File: config.mk
export PLATFORM = sky130hd
export DESIGN_NAME = gregorian_date_add_days_core
export DESIGN_NICKNAME = d
export VERILOG_FILES = /design/src/rtl/gdad_pkg.sv /design/src/rtl/gdad_ctrl.sv /design/src/rtl/gdad_datapath.sv /design/src/rtl/gregorian_date_add_days_core.sv
export SDC_FILE = /design/constraint.sdc
export NUM_CORES = 1
export LEC_CHECK = 0
export ABC_AREA = 1
export BUFFER_PORTS_ARGS = -buffer_cell sky130_fd_sc_hd__buf_2
export CORE_MARGIN = 10
export CORE_UTILIZATION = 55
export CTS_BUF_LIST = sky130_fd_sc_hd__clkbuf_8
export CTS_CLUSTER_SIZE = 12
export DETAILED_ROUTE_END_ITERATION = 12
export GPL_TIMING_DRIVEN = 0
export PLACE_DENSITY = 0.78
export SLEW_MARGIN = 20
export SYNTH_ARGS = -nofsm -noshare
export SYNTH_HDL_FRONTEND = slang
export SYNTH_SLANG_ARGS = --single-unit
export TNS_END_PERCENT = 10
File: constraint.sdc
create_clock -name clk -period 7.6 [get_ports clk]
set_input_delay 0.76 -clock clk [delete_from_list [all_inputs] [get_ports clk]]
set_output_delay 0.76 -clock clk [all_outputs]
set_load 0.02 [all_outputs]
File: src/rtl/gdad_pkg.sv
`timescale 1ns / 1ps
// ----------------------------------------------------------------------------
// gdad_pkg
// Shared types, constants and calendar functions for the date adder.
// ----------------------------------------------------------------------------
package gdad_pkg;

    localparam int DAYS_WIDTH      = 16;
    localparam int YEAR_W          = 14;
    localparam int MONTH_W         = 4;
    localparam int DAY_W           = 5;
    // day + full year + day count stays below 2^(DAYS_WIDTH+2) for any DAYS_WIDTH >= 8
    localparam int REMAIN_W        = DAYS_WIDTH + 2;
    localparam int YLEN_W          = 9;

    localparam int LEAP_CYCLE      = 400;
    localparam int REDUCE_STEPS    = 6;     // 400 << 5 is the largest multiple tried
    localparam int STEP_W          = 3;

    localparam logic [MONTH_W-1:0] MONTH_JAN       = MONTH_W'(1);
    localparam logic [MONTH_W-1:0] MONTHS_PER_YEAR = MONTH_W'(12);

    typedef enum logic [2:0] {
        ST_IDLE,
        ST_REDUCE,
        ST_PRESUM,
        ST_YEARS,
        ST_MONTHS,
        ST_DONE
    } state_t;

    typedef struct packed {
        logic load;
        logic reduce;
        logic presum;
        logic walk_init;
        logic year_step;
        logic month_step;
    } cmd_t;

    typedef struct packed {
        logic reduce_last;
        logic presum_done;
        logic year_fits;
        logic month_fits;
    } status_t;

    // Length of a month; zero for codes outside January..December.
    function automatic logic [DAY_W-1:0] month_len(input logic [MONTH_W-1:0] m,
                                                   input logic leap);
        logic [DAY_W-1:0] len;
        begin
            unique case (m)
                4'd1, 4'd3, 4'd5, 4'd7, 4'd8, 4'd10, 4'd12: len = DAY_W'(31);
                4'd4, 4'd6, 4'd9, 4'd11:                    len = DAY_W'(30);
                4'd2:                                       len = leap ? DAY_W'(29)
                                                                       : DAY_W'(28);
                default:                                    len = '0;
            endcase
            return len;
        end
    endfunction

    function automatic logic [YLEN_W-1:0] year_len(input logic leap);
        return leap ? YLEN_W'(366) : YLEN_W'(365);
    endfunction

endpackage

File: src/rtl/gdad_ctrl.sv
`timescale 1ns / 1ps
// ----------------------------------------------------------------------------
// gdad_ctrl
// Sequencer: year reduction, month presum, year walk, month walk, result.
// ----------------------------------------------------------------------------
module gdad_ctrl (
    input  logic              clk,
    input  logic              rst_n,
    input  logic              start,
    input  gdad_pkg::status_t status,
    output gdad_pkg::cmd_t    cmd,
    output logic              busy,
    output logic              done
);

    gdad_pkg::state_t state_reg;
    gdad_pkg::state_t state_next;

    always_ff @(posedge clk or negedge rst_n)
    begin
        if (!rst_n)
        begin
            state_reg <= gdad_pkg::ST_IDLE;
        end
        else
        begin
            state_reg <= state_next;
        end
    end

    always_comb
    begin
        state_next = state_reg;
        cmd        = '0;
        done       = 1'b0;
        busy       = (state_reg != gdad_pkg::ST_IDLE);
        unique case (state_reg)
            gdad_pkg::ST_IDLE:
            begin
                if (start)
                begin
                    cmd.load   = 1'b1;
                    state_next = gdad_pkg::ST_REDUCE;
                end
            end
            gdad_pkg::ST_REDUCE:
            begin
                cmd.reduce = 1'b1;
                if (status.reduce_last)
                begin
                    state_next = gdad_pkg::ST_PRESUM;
                end
            end
            gdad_pkg::ST_PRESUM:
            begin
                if (status.presum_done)
                begin
                    cmd.walk_init = 1'b1;
                    state_next    = gdad_pkg::ST_YEARS;
                end
                else
                begin
                    cmd.presum = 1'b1;
                end
            end
            gdad_pkg::ST_YEARS:
            begin
                if (status.year_fits)
                begin
                    state_next = gdad_pkg::ST_MONTHS;
                end
                else
                begin
                    cmd.year_step = 1'b1;
                end
            end
            gdad_pkg::ST_MONTHS:
            begin
                if (status.month_fits)
                begin
                    state_next = gdad_pkg::ST_DONE;
                end
                else
                begin
                    cmd.month_step = 1'b1;
                end
            end
            gdad_pkg::ST_DONE:
            begin
                done       = 1'b1;
                state_next = gdad_pkg::ST_IDLE;
            end
            default:
            begin
                state_next = gdad_pkg::ST_IDLE;
            end
        endcase
    end

endmodule

File: src/rtl/gdad_datapath.sv
`timescale 1ns / 1ps
// ----------------------------------------------------------------------------
// gdad_datapath
// Year, year-mod-400, month and remaining-day registers with step logic.
// ----------------------------------------------------------------------------
module gdad_datapath (
    input  logic                                clk,
    input  gdad_pkg::cmd_t                      cmd,
    input  logic [gdad_pkg::YEAR_W-1:0]         start_year,
    input  logic [gdad_pkg::MONTH_W-1:0]        start_month,
    input  logic [gdad_pkg::DAY_W-1:0]          start_day,
    input  logic [gdad_pkg::DAYS_WIDTH-1:0]     days_to_add,
    output gdad_pkg::status_t                   status,
    output logic [gdad_pkg::YEAR_W-1:0]         end_year,
    output logic [gdad_pkg::MONTH_W-1:0]        end_month,
    output logic [gdad_pkg::DAY_W-1:0]          end_day
);

    localparam int YW = gdad_pkg::YEAR_W;
    localparam int MW = gdad_pkg::MONTH_W;
    localparam int RW = gdad_pkg::REMAIN_W;
    localparam int SW = gdad_pkg::STEP_W;

    logic [YW-1:0] year_reg;
    logic [YW-1:0] year_next;
    logic [YW-1:0] mod_reg;        // year mod 400 once reduction is over
    logic [YW-1:0] mod_next;
    logic [MW-1:0] month_reg;
    logic [MW-1:0] m_reg;
    logic [MW-1:0] m_next;
    logic [RW-1:0] remain_reg;
    logic [RW-1:0] remain_next;
    logic [SW-1:0] step_reg;
    logic [SW-1:0] step_next;

    logic                                leap;
    logic [gdad_pkg::DAY_W-1:0]          mlen;
    logic [gdad_pkg::YLEN_W-1:0]         ylen;
    logic [YW-1:0]                       divisor;
    logic [YW-1:0]                       year_inc;
    logic [YW-1:0]                       mod_inc;

    // Divisible by 4, and not a century unless divisible by 400.
    assign leap = (year_reg[1:0] == 2'b00) &&
                  (mod_reg != YW'(100)) && (mod_reg != YW'(200)) && (mod_reg != YW'(300));
    assign mlen = gdad_pkg::month_len(m_reg, leap);
    assign ylen = gdad_pkg::year_len(leap);

    assign divisor = YW'(gdad_pkg::LEAP_CYCLE) << step_reg;

    // Year wraps modulo 2^14, which restarts the 400-year count.
    assign year_inc = year_reg + YW'(1);
    assign mod_inc  = (year_reg == {YW{1'b1}}) ? '0 :
                      (mod_reg == YW'(gdad_pkg::LEAP_CYCLE - 1)) ? '0 : mod_reg + YW'(1);

    assign status.reduce_last = (step_reg == '0);
    assign status.presum_done = (m_reg >= month_reg) || (m_reg > gdad_pkg::MONTHS_PER_YEAR);
    assign status.year_fits   = (remain_reg <= RW'(ylen));
    assign status.month_fits  = (remain_reg <= RW'(mlen));

    always_comb
    begin
        year_next   = year_reg;
        mod_next    = mod_reg;
        m_next      = m_reg;
        remain_next = remain_reg;
        step_next   = step_reg;
        priority if (cmd.load)
        begin
            year_next   = start_year;
            mod_next    = start_year;
            m_next      = gdad_pkg::MONTH_JAN;
            remain_next = RW'(start_day) + RW'(days_to_add);
            step_next   = SW'(gdad_pkg::REDUCE_STEPS - 1);
        end
        else if (cmd.reduce)
        begin
            if (mod_reg >= divisor)
            begin
                mod_next = mod_reg - divisor;
            end
            step_next = step_reg - SW'(1);
        end
        else if (cmd.presum)
        begin
            remain_next = remain_reg + RW'(mlen);
            m_next      = m_reg + MW'(1);
        end
        else if (cmd.walk_init)
        begin
            m_next = gdad_pkg::MONTH_JAN;
        end
        else if (cmd.year_step)
        begin
            remain_next = remain_reg - RW'(ylen);
            year_next   = year_inc;
            mod_next    = mod_inc;
        end
        else if (cmd.month_step)
        begin
            remain_next = remain_reg - RW'(mlen);
            if (m_reg >= gdad_pkg::MONTHS_PER_YEAR)
            begin
                m_next    = gdad_pkg::MONTH_JAN;
                year_next = year_inc;
                mod_next  = mod_inc;
            end
            else
            begin
                m_next = m_reg + MW'(1);
            end
        end
    end

    always_ff @(posedge clk)
    begin
        year_reg   <= year_next;
        mod_reg    <= mod_next;
        m_reg      <= m_next;
        remain_reg <= remain_next;
        step_reg   <= step_next;
        if (cmd.load)
        begin
            month_reg <= start_month;
        end
    end

    assign end_year  = year_reg;
    assign end_month = m_reg;
    assign end_day   = remain_reg[gdad_pkg::DAY_W-1:0];

endmodule

File: src/rtl/gregorian_date_add_days_core.sv
`timescale 1ns / 1ps
// ----------------------------------------------------------------------------
// gregorian_date_add_days_core
// Adds a day count to a Gregorian date and returns the resulting date.
// ----------------------------------------------------------------------------
// Usage:
//   Drive start_year/start_month/start_day/days_to_add and raise start while
//   busy is low; the transaction is taken at that clock edge and busy rises.
//   The result appears on end_year/end_month/end_day, marked by done for exactly
//   one cycle; the receiver has no way to hold it off, so capture it then.
//   busy falls in the cycle after done.
// Sequence after the accepting edge, done in the last state:
//   year mod 400 reduction, one restoring step a cycle; a presum step per
//   month before start_month; walk setup; a year step per whole year skipped
//   and a check; a month step per month walked and a check; the result state.
//   One transaction at a time.
// Reset:
//   rst_n clears the sequencer to idle; any transaction in flight is dropped.
// ----------------------------------------------------------------------------
module gregorian_date_add_days_core (
    input  logic                                clk,
    input  logic                                rst_n,
    input  logic                                start,
    output logic                                busy,
    output logic                                done,
    input  logic [gdad_pkg::YEAR_W-1:0]         start_year,
    input  logic [gdad_pkg::MONTH_W-1:0]        start_month,
    input  logic [gdad_pkg::DAY_W-1:0]          start_day,
    input  logic [gdad_pkg::DAYS_WIDTH-1:0]     days_to_add,
    output logic [gdad_pkg::YEAR_W-1:0]         end_year,
    output logic [gdad_pkg::MONTH_W-1:0]        end_month,
    output logic [gdad_pkg::DAY_W-1:0]          end_day
);

    gdad_pkg::cmd_t    cmd;
    gdad_pkg::status_t status;

    gdad_ctrl u_ctrl (
        .clk    (clk),
        .rst_n  (rst_n),
        .start  (start),
        .status (status),
        .cmd    (cmd),
        .busy   (busy),
        .done   (done)
    );

    gdad_datapath u_datapath (
        .clk         (clk),
        .cmd         (cmd),
        .start_year  (start_year),
        .start_month (start_month),
        .start_day   (start_day),
        .days_to_add (days_to_add),
        .status      (status),
        .end_year    (end_year),
        .end_month   (end_month),
        .end_day     (end_day)
    );

endmodule
**Word level (Yosys, flattened, before mapping)**

Index checks and enable logic that the tools add are counted.

- Add/subtract/negate cells: 9
- $mul: 0
- Divide/modulo/power cells: 0
- Magnitude comparators: 6
- Equal/unequal tests: 35
- Shifts and indexed selects: 1
- Muxes and demuxes: 48
- Bitwise operators: 1
- Reduce and logical (&&, ||, !) cells: 21

Operator list:

| kind | count |
|---|---|
| $mux W14 | 17 |
| $mux W18 | 6 |
| $add A14 B1 Y14 const B | 2 |
| $eq A4 B4 Y1 const B | 5 |
| $mux W4 | 5 |
| $add A18 B5 Y18 | 1 |
| $le A18 B5 Y1 | 1 |
| $le A18 B9 Y1 | 1 |
| $sub A18 B5 Y18 | 1 |
| $sub A18 B9 Y18 | 1 |
| $add A5 B16 Y17 | 1 |
| $eq A4 B3 Y1 const B | 4 |
| $mux W3 | 5 |
| $ne A3 B1 Y1 const B | 5 |
| $pmux W3 S5 | 1 |
| $pmux W5 S3 | 1 |
| $reduce_and A5 Y1 | 3 |
| $eq A14 B14 Y1 const B | 1 |
| $eq A14 B9 Y1 const B | 1 |
| $ge A14 B14 Y1 | 1 |
| $ne A14 B7 Y1 const B | 1 |
| $ne A14 B8 Y1 const B | 1 |
| $ne A14 B9 Y1 const B | 1 |
| $shl A9 B3 Y14 const A | 1 |
| other kinds (25) | 54 |

- Flip-flop bits (word level): 60
- Latch bits: 0
- Bits in writable memories: 0
- Memory bits (read-only): 0
- Input bits: 42
- Output and inout port bits: 25
- Word-level logic and storage cells: 128
- Memories: 0

**Logic depth before layout (Yosys ltp)**

- Word-level depth: 15
- Gate-level depth with buffers: 24
- Mapped depth without buffers: 24

**By module**

Synthesis repeated with hierarchy kept, for this count alone.

- Cells, all modules: 915
- Area, all modules: 6139.6 um^2

Modules (own cells, without submodules):

| module | instances | cells an instance | area each (um^2) | sequential area each (um^2) |
|---|---|---|---|---|
| gdad_datapath | 1 | 872 | 5880.6 | 1641.6 |
| gdad_ctrl | 1 | 43 | 259.0 | 75.1 |

**Worst setup path after synthesis**

No wires, ideal clock.

- Kind: reg2reg
- Start: register u_datapath.m_reg[0], in the netlist u_datapath.end_month[0]
- End: register u_datapath.mod_reg[10], enable pin
- Library setup time: 0.378 ns
- Arrival: 3.616 ns
- Data required time: 7.222 ns
- Slack: 3.606 ns
- Cell stages (with the launch flop): 21
- Path buffers: 0
- Clock period less this slack: 3.994 ns
- Path through: dfxtp_1 inv_1 ha_1 o21ai_0 a21oi_1 nor2_1 inv_1 nor2_1 inv_1 ha_1 inv_2 nand3_1 nand2_2 nand2_2 nand3_2 nor2_2 nor2_4 nand2_1 nand3_1 nor2_1 nor2_1

- Word-level cells in the longest chain between the ends: 8
- Elaborated cells between the ends (all ways): 30
- Classes of those cells: order compare: 4; eq/ne: 14; mux: 6; reduce/logical: 6

Ends and longest elaborated chain:

| what | line | RTL |
|---|---|---|
| from (decl) | gdad_datapath.sv:29 | `logic [MW-1:0] m_reg;` |
| from (signal assigned) | gdad_datapath.sv:119 | `m_reg <= m_next;` |
| $eq A4 B1 Y1 (tied with other cells) | gdad_pkg.sv:53 | `unique case (m)` |
| $reduce_or A7 Y1 / $reduce_or A4 Y1 (equally long branches) | gdad_pkg.sv:53 |  |
| $pmux W5 S3 | gdad_pkg.sv:53 |  |
| $le A18 B5 Y1 | gdad_datapath.sv:59 | `assign status.month_fits = (remain_reg <= RW'(mlen));` |
| $mux W1 | gdad_ctrl.sv:79 | `if (status.month_fits)` |
| $mux W1 | gdad_ctrl.sv:37 | `unique case (state_reg)` |
| $reduce_bool A4 Y1 (no source line) | n/a |  |
| $reduce_and A5 Y1 (no source line) (*) | n/a |  |
| to (signal assigned) | gdad_datapath.sv:118 | `mod_reg <= mod_next;` |
| to (decl) | gdad_datapath.sv:26 | `logic [YW-1:0] mod_reg;` |

Every way passes the cells marked *; elsewhere a longest branch is shown, timed or not.
A chain may end at the register's enable or synchronous reset.

**Worst setup path in the final report**

- Start: register u_datapath.m_reg[0], in the netlist u_datapath.end_month[0]
- End: register u_datapath.mod_reg[4], enable pin

The elaborated chain is that of the path after synthesis.

==> summary.md <==
| Metric | Value |
|---|---|
| Status | `finished clean` |
| CTS tree | `done` |
| Area growth syn-to-layout | `10.6%` |
| Core Util, Final | `62.1%` |
| Yosys reg bits | `60` |
| Setup Buffers After CTS | `0` |
| RSZ-0062 raised after global routing | `false` |
| Slew HR | `31.6%` |
| Pre-Repair DR Iteration Count | `6` |
| Post-synth ARST share | `under 10%` |
| Slew of the pin with the lowest slew margin | `1020 ps` |
| NumNets Final | `1191` |
| R2r setup slk | `around 2500 ps` |
| Initial drt markers | `769` |
| Vias in the first global route | `6308` |
| Die Area | `17000 um2` |
| TNS Setup | `0 ps` |
| Max reg flops | `18` |
| Final Hold Violating Endpoints | `0` |
| Synth cell types | `47` |
| Setup violations, final | `0` |
| Crit path setup slack, layout | `2520 ps` |
| Clock latency at the later pin of the worst-skew pair | `360 ps` |
| Min Tclk post-route | `5080 ps` |
| Critical Path End Type | `register` |
| Syn avg cell area | `6.56 um2` |
| Pins Over Slew Limit | `0` |
| Gr ovfl total | `0` |
| First-pass GRT wire length | `31.9 mm` |
| Post-cts resize count | `0` |
| Max clock buf depth | `2` |
| Crit share post-route | `between 60% and 70%` |
| Startpoint Class | `register` |
| Die width | `130 um` |
| Vias | `around 7k` |
| # placed instances | `1236` |
| Worst slack, placed | `2600 ps` |
| Die height | `~130 um` |
| Hold-fix buffers, CTS | `0` |
| Total clock sinks | `60` |
| Starting density of the core | `roughly 56%` |
| Yosys warning total | `0` |
| # DRC | `0` |
| Critical Path Source | `u_datapath.end_month[0]$_SDFFE_PP1P_` |
| Clk slew on worst S/H paths | `80 ps` |
| Syn Inst Count | `1023` |
| Total CTS buffers | `9` |
| Main synth FF type | `edfxtp_1` |
| Post-DR vias/cell | `5.57` |
| Port buffer count | `66` |
| Final WL | `19.9 mm` |
| DP Wirelength | `roughly 16 mm` |
| Most frequent cells in the layout | `nand2_1 (353), inv_1 (101), nor2_1 (80), nand3_1 (77), buf_2 (76)` |
| Clk_skew | `around 12 ps` |
| Seq/Total Area, Yosys | `25.6%` |
| Top-Level Pins | `67` |
| Hold Crit Class | `in2async` |
| Antenna cells | `0` |
| Layout cell share with drive strength beyond 1 | `between 10 and 15%` |
| Largest net degree at the start of global routing | `19` |
| GRT Overall Usage | `23.5%` |
| Syn_nets | `1114` |
| DR WL/cell | `roughly 16 um` |
| Non-Filler Instances | `1252` |
| Root Buffer | `clkbuf_8` |
| Gpl congestion | `1.01` |
| Final ANT Viol Nets | `0` |
| Max cap viols | `0` |
| Mapped Area | `6710 um2` |
| H-tree depth | `3` |
| Reg2Reg Launch Point | `u_datapath.end_month[0]$_SDFFE_PP1P_` |
| FF-to-FF End | `u_datapath.mod_reg[4]$_DFFE_PP_` |
| CP Class | `reg2reg` |
| Post-synth EDFFs | `50` |
| Leading cell type in the layout, fill and taps excluded | `nand2_1` |
| Std-Cell Rows | `40` |
| FMAX | `197 MHz` |
| CP required | `7570 ps` |
| CP arrival | `5060 ps` |
| Crit path to | `u_datapath.mod_reg[4]$_DFFE_PP_` |
| Antenna violations before repair | `0` |
| CORE AREA | `between 10000 and 15000 um2` |
| Cell count of the worst reg-to-reg path | `20` |
| Crit-path max FO | `11` |
## cell usage after synthesis (2+ instances only)
cell type	instances	area (um2)
nand2_4	2	22.5
a31oi_1	3	18.8
nor2_4	5	56.3
nor3_1	14	70.1
or2_2	3	18.8
clkinv_1	2	7.51
nor3_2	2	20.0
clkbuf_1	7	26.3
nor2_1	80	300
o22ai_1	3	18.8
xor2_1	30	263
buf_2	10	50.1
nand2_2	10	62.6
o21bai_1	6	45.0
nor2_2	8	50.1
nor4_1	3	18.8
nand3b_1	4	30.0
edfxtp_1	50	1500
dfrtp_1	3	75.1
nand2_1	353	1330
nand4_1	29	181
nand3_2	5	50.1
nand3_1	77	385
fa_1	4	80.1
ha_1	45	563
buf_4	9	67.6
xnor2_1	8	70.1
dfxtp_1	7	140
o21ai_1	4	20.0
buf_6	3	33.8
o21ai_0	53	265
inv_2	9	33.8
o31ai_1	2	15.0
a21oi_1	50	250
inv_1	101	379
nor2_8	2	40.0
o211ai_1	7	52.6
## worst max-delay path: stages, from the launching register on
cell	delay [ps]
dfxtp_1	410
inv_1	130
ha_1	220
o21ai_0	170
a21oi_1	100
nor2_1	540
inv_1	140
nor2_1	320
inv_1	170
ha_1	430
inv_2	190
nand3_1	130
nand2_2	100
nand2_2	110
nand3_2	110
nor2_2	60
nor2_4	180
nand2_1	110
nand3_1	220
nor2_1	70
nor2_1	790
## cells by family (layout without fill, tap and decap cells)
group / Yosys count / in the layout / share of synthesized area (%)
adders and majority gates: 49 / 49 / 9.58
AOI/OAI and AO/OA: 134 / 134 / 11.1
DFF: 60 / 60 / 25.6
and+or+nand+nor: 599 / 599 / 39.6
buffers and inverters: 143 / 225 / 9.26
xor gates and xnor gates: 38 / 38 / 4.96
## final cells by class
type	instances	area (um2)
Timing Repair Buffer	66	330
Clock inverter	7	75.1
Inverter	113	429
Tap cell	147	184
Multi-Input combinational cell	820	4370
Sequential cell	60	1720
Buffer	30	193
Clock buffer	9	124
Fill cell	1150	4540
## routing by layer
| metal | share of wire (%) | wire length (um) | global-route usage [%] | vias up |
|---|---|---|---|---|
| met3 | 8.1 | 1620 | 3.34 | 37 |
| met4 | 2.2 | 448 | 6.87 | 0 |
| met2 | 44 | 8720 | 36.5 | 286 |
| met1 | 46 | 9140 | 33.2 | 3126 |
| li1 | - | - | - | 3530 |
| met5 | 0 | 0 | 0 | - |
## stage by stage
stage               hold WS (ps)  cell area, um2
floorplan                    464            6710
global placement             508            7230
detailed placement           508            7230
CTS                          172            7430
global route                 170            7430
finish                       183            7430
## worst min-delay path by stage
stage | startpoint | end | slack (ps) | depth (start not counted)
after floorplan | rst_n | u_ctrl.state_reg[0]$_DFFE_PN0P_ | 460 | 0
after global placement | u_datapath.step_reg[0]$_SDFFE_PP1P_ | u_datapath.step_reg[0]$_SDFFE_PP1P_ | 510 | 2
after detailed placement | u_datapath.step_reg[0]$_SDFFE_PP1P_ | u_datapath.step_reg[0]$_SDFFE_PP1P_ | 510 | 2
after CTS | rst_n | u_ctrl.state_reg[2]$_DFFE_PN0P_ | 170 | 1
after global routing | rst_n | u_ctrl.state_reg[2]$_DFFE_PN0P_ | 170 | 1
final | rst_n | u_ctrl.state_reg[1]$_DFFE_PN0P_ | 180 | 1
Power is left out: the tool's default activity adds up to more than one toggle a clock period on the data nets, which glitch-free logic cannot reach.
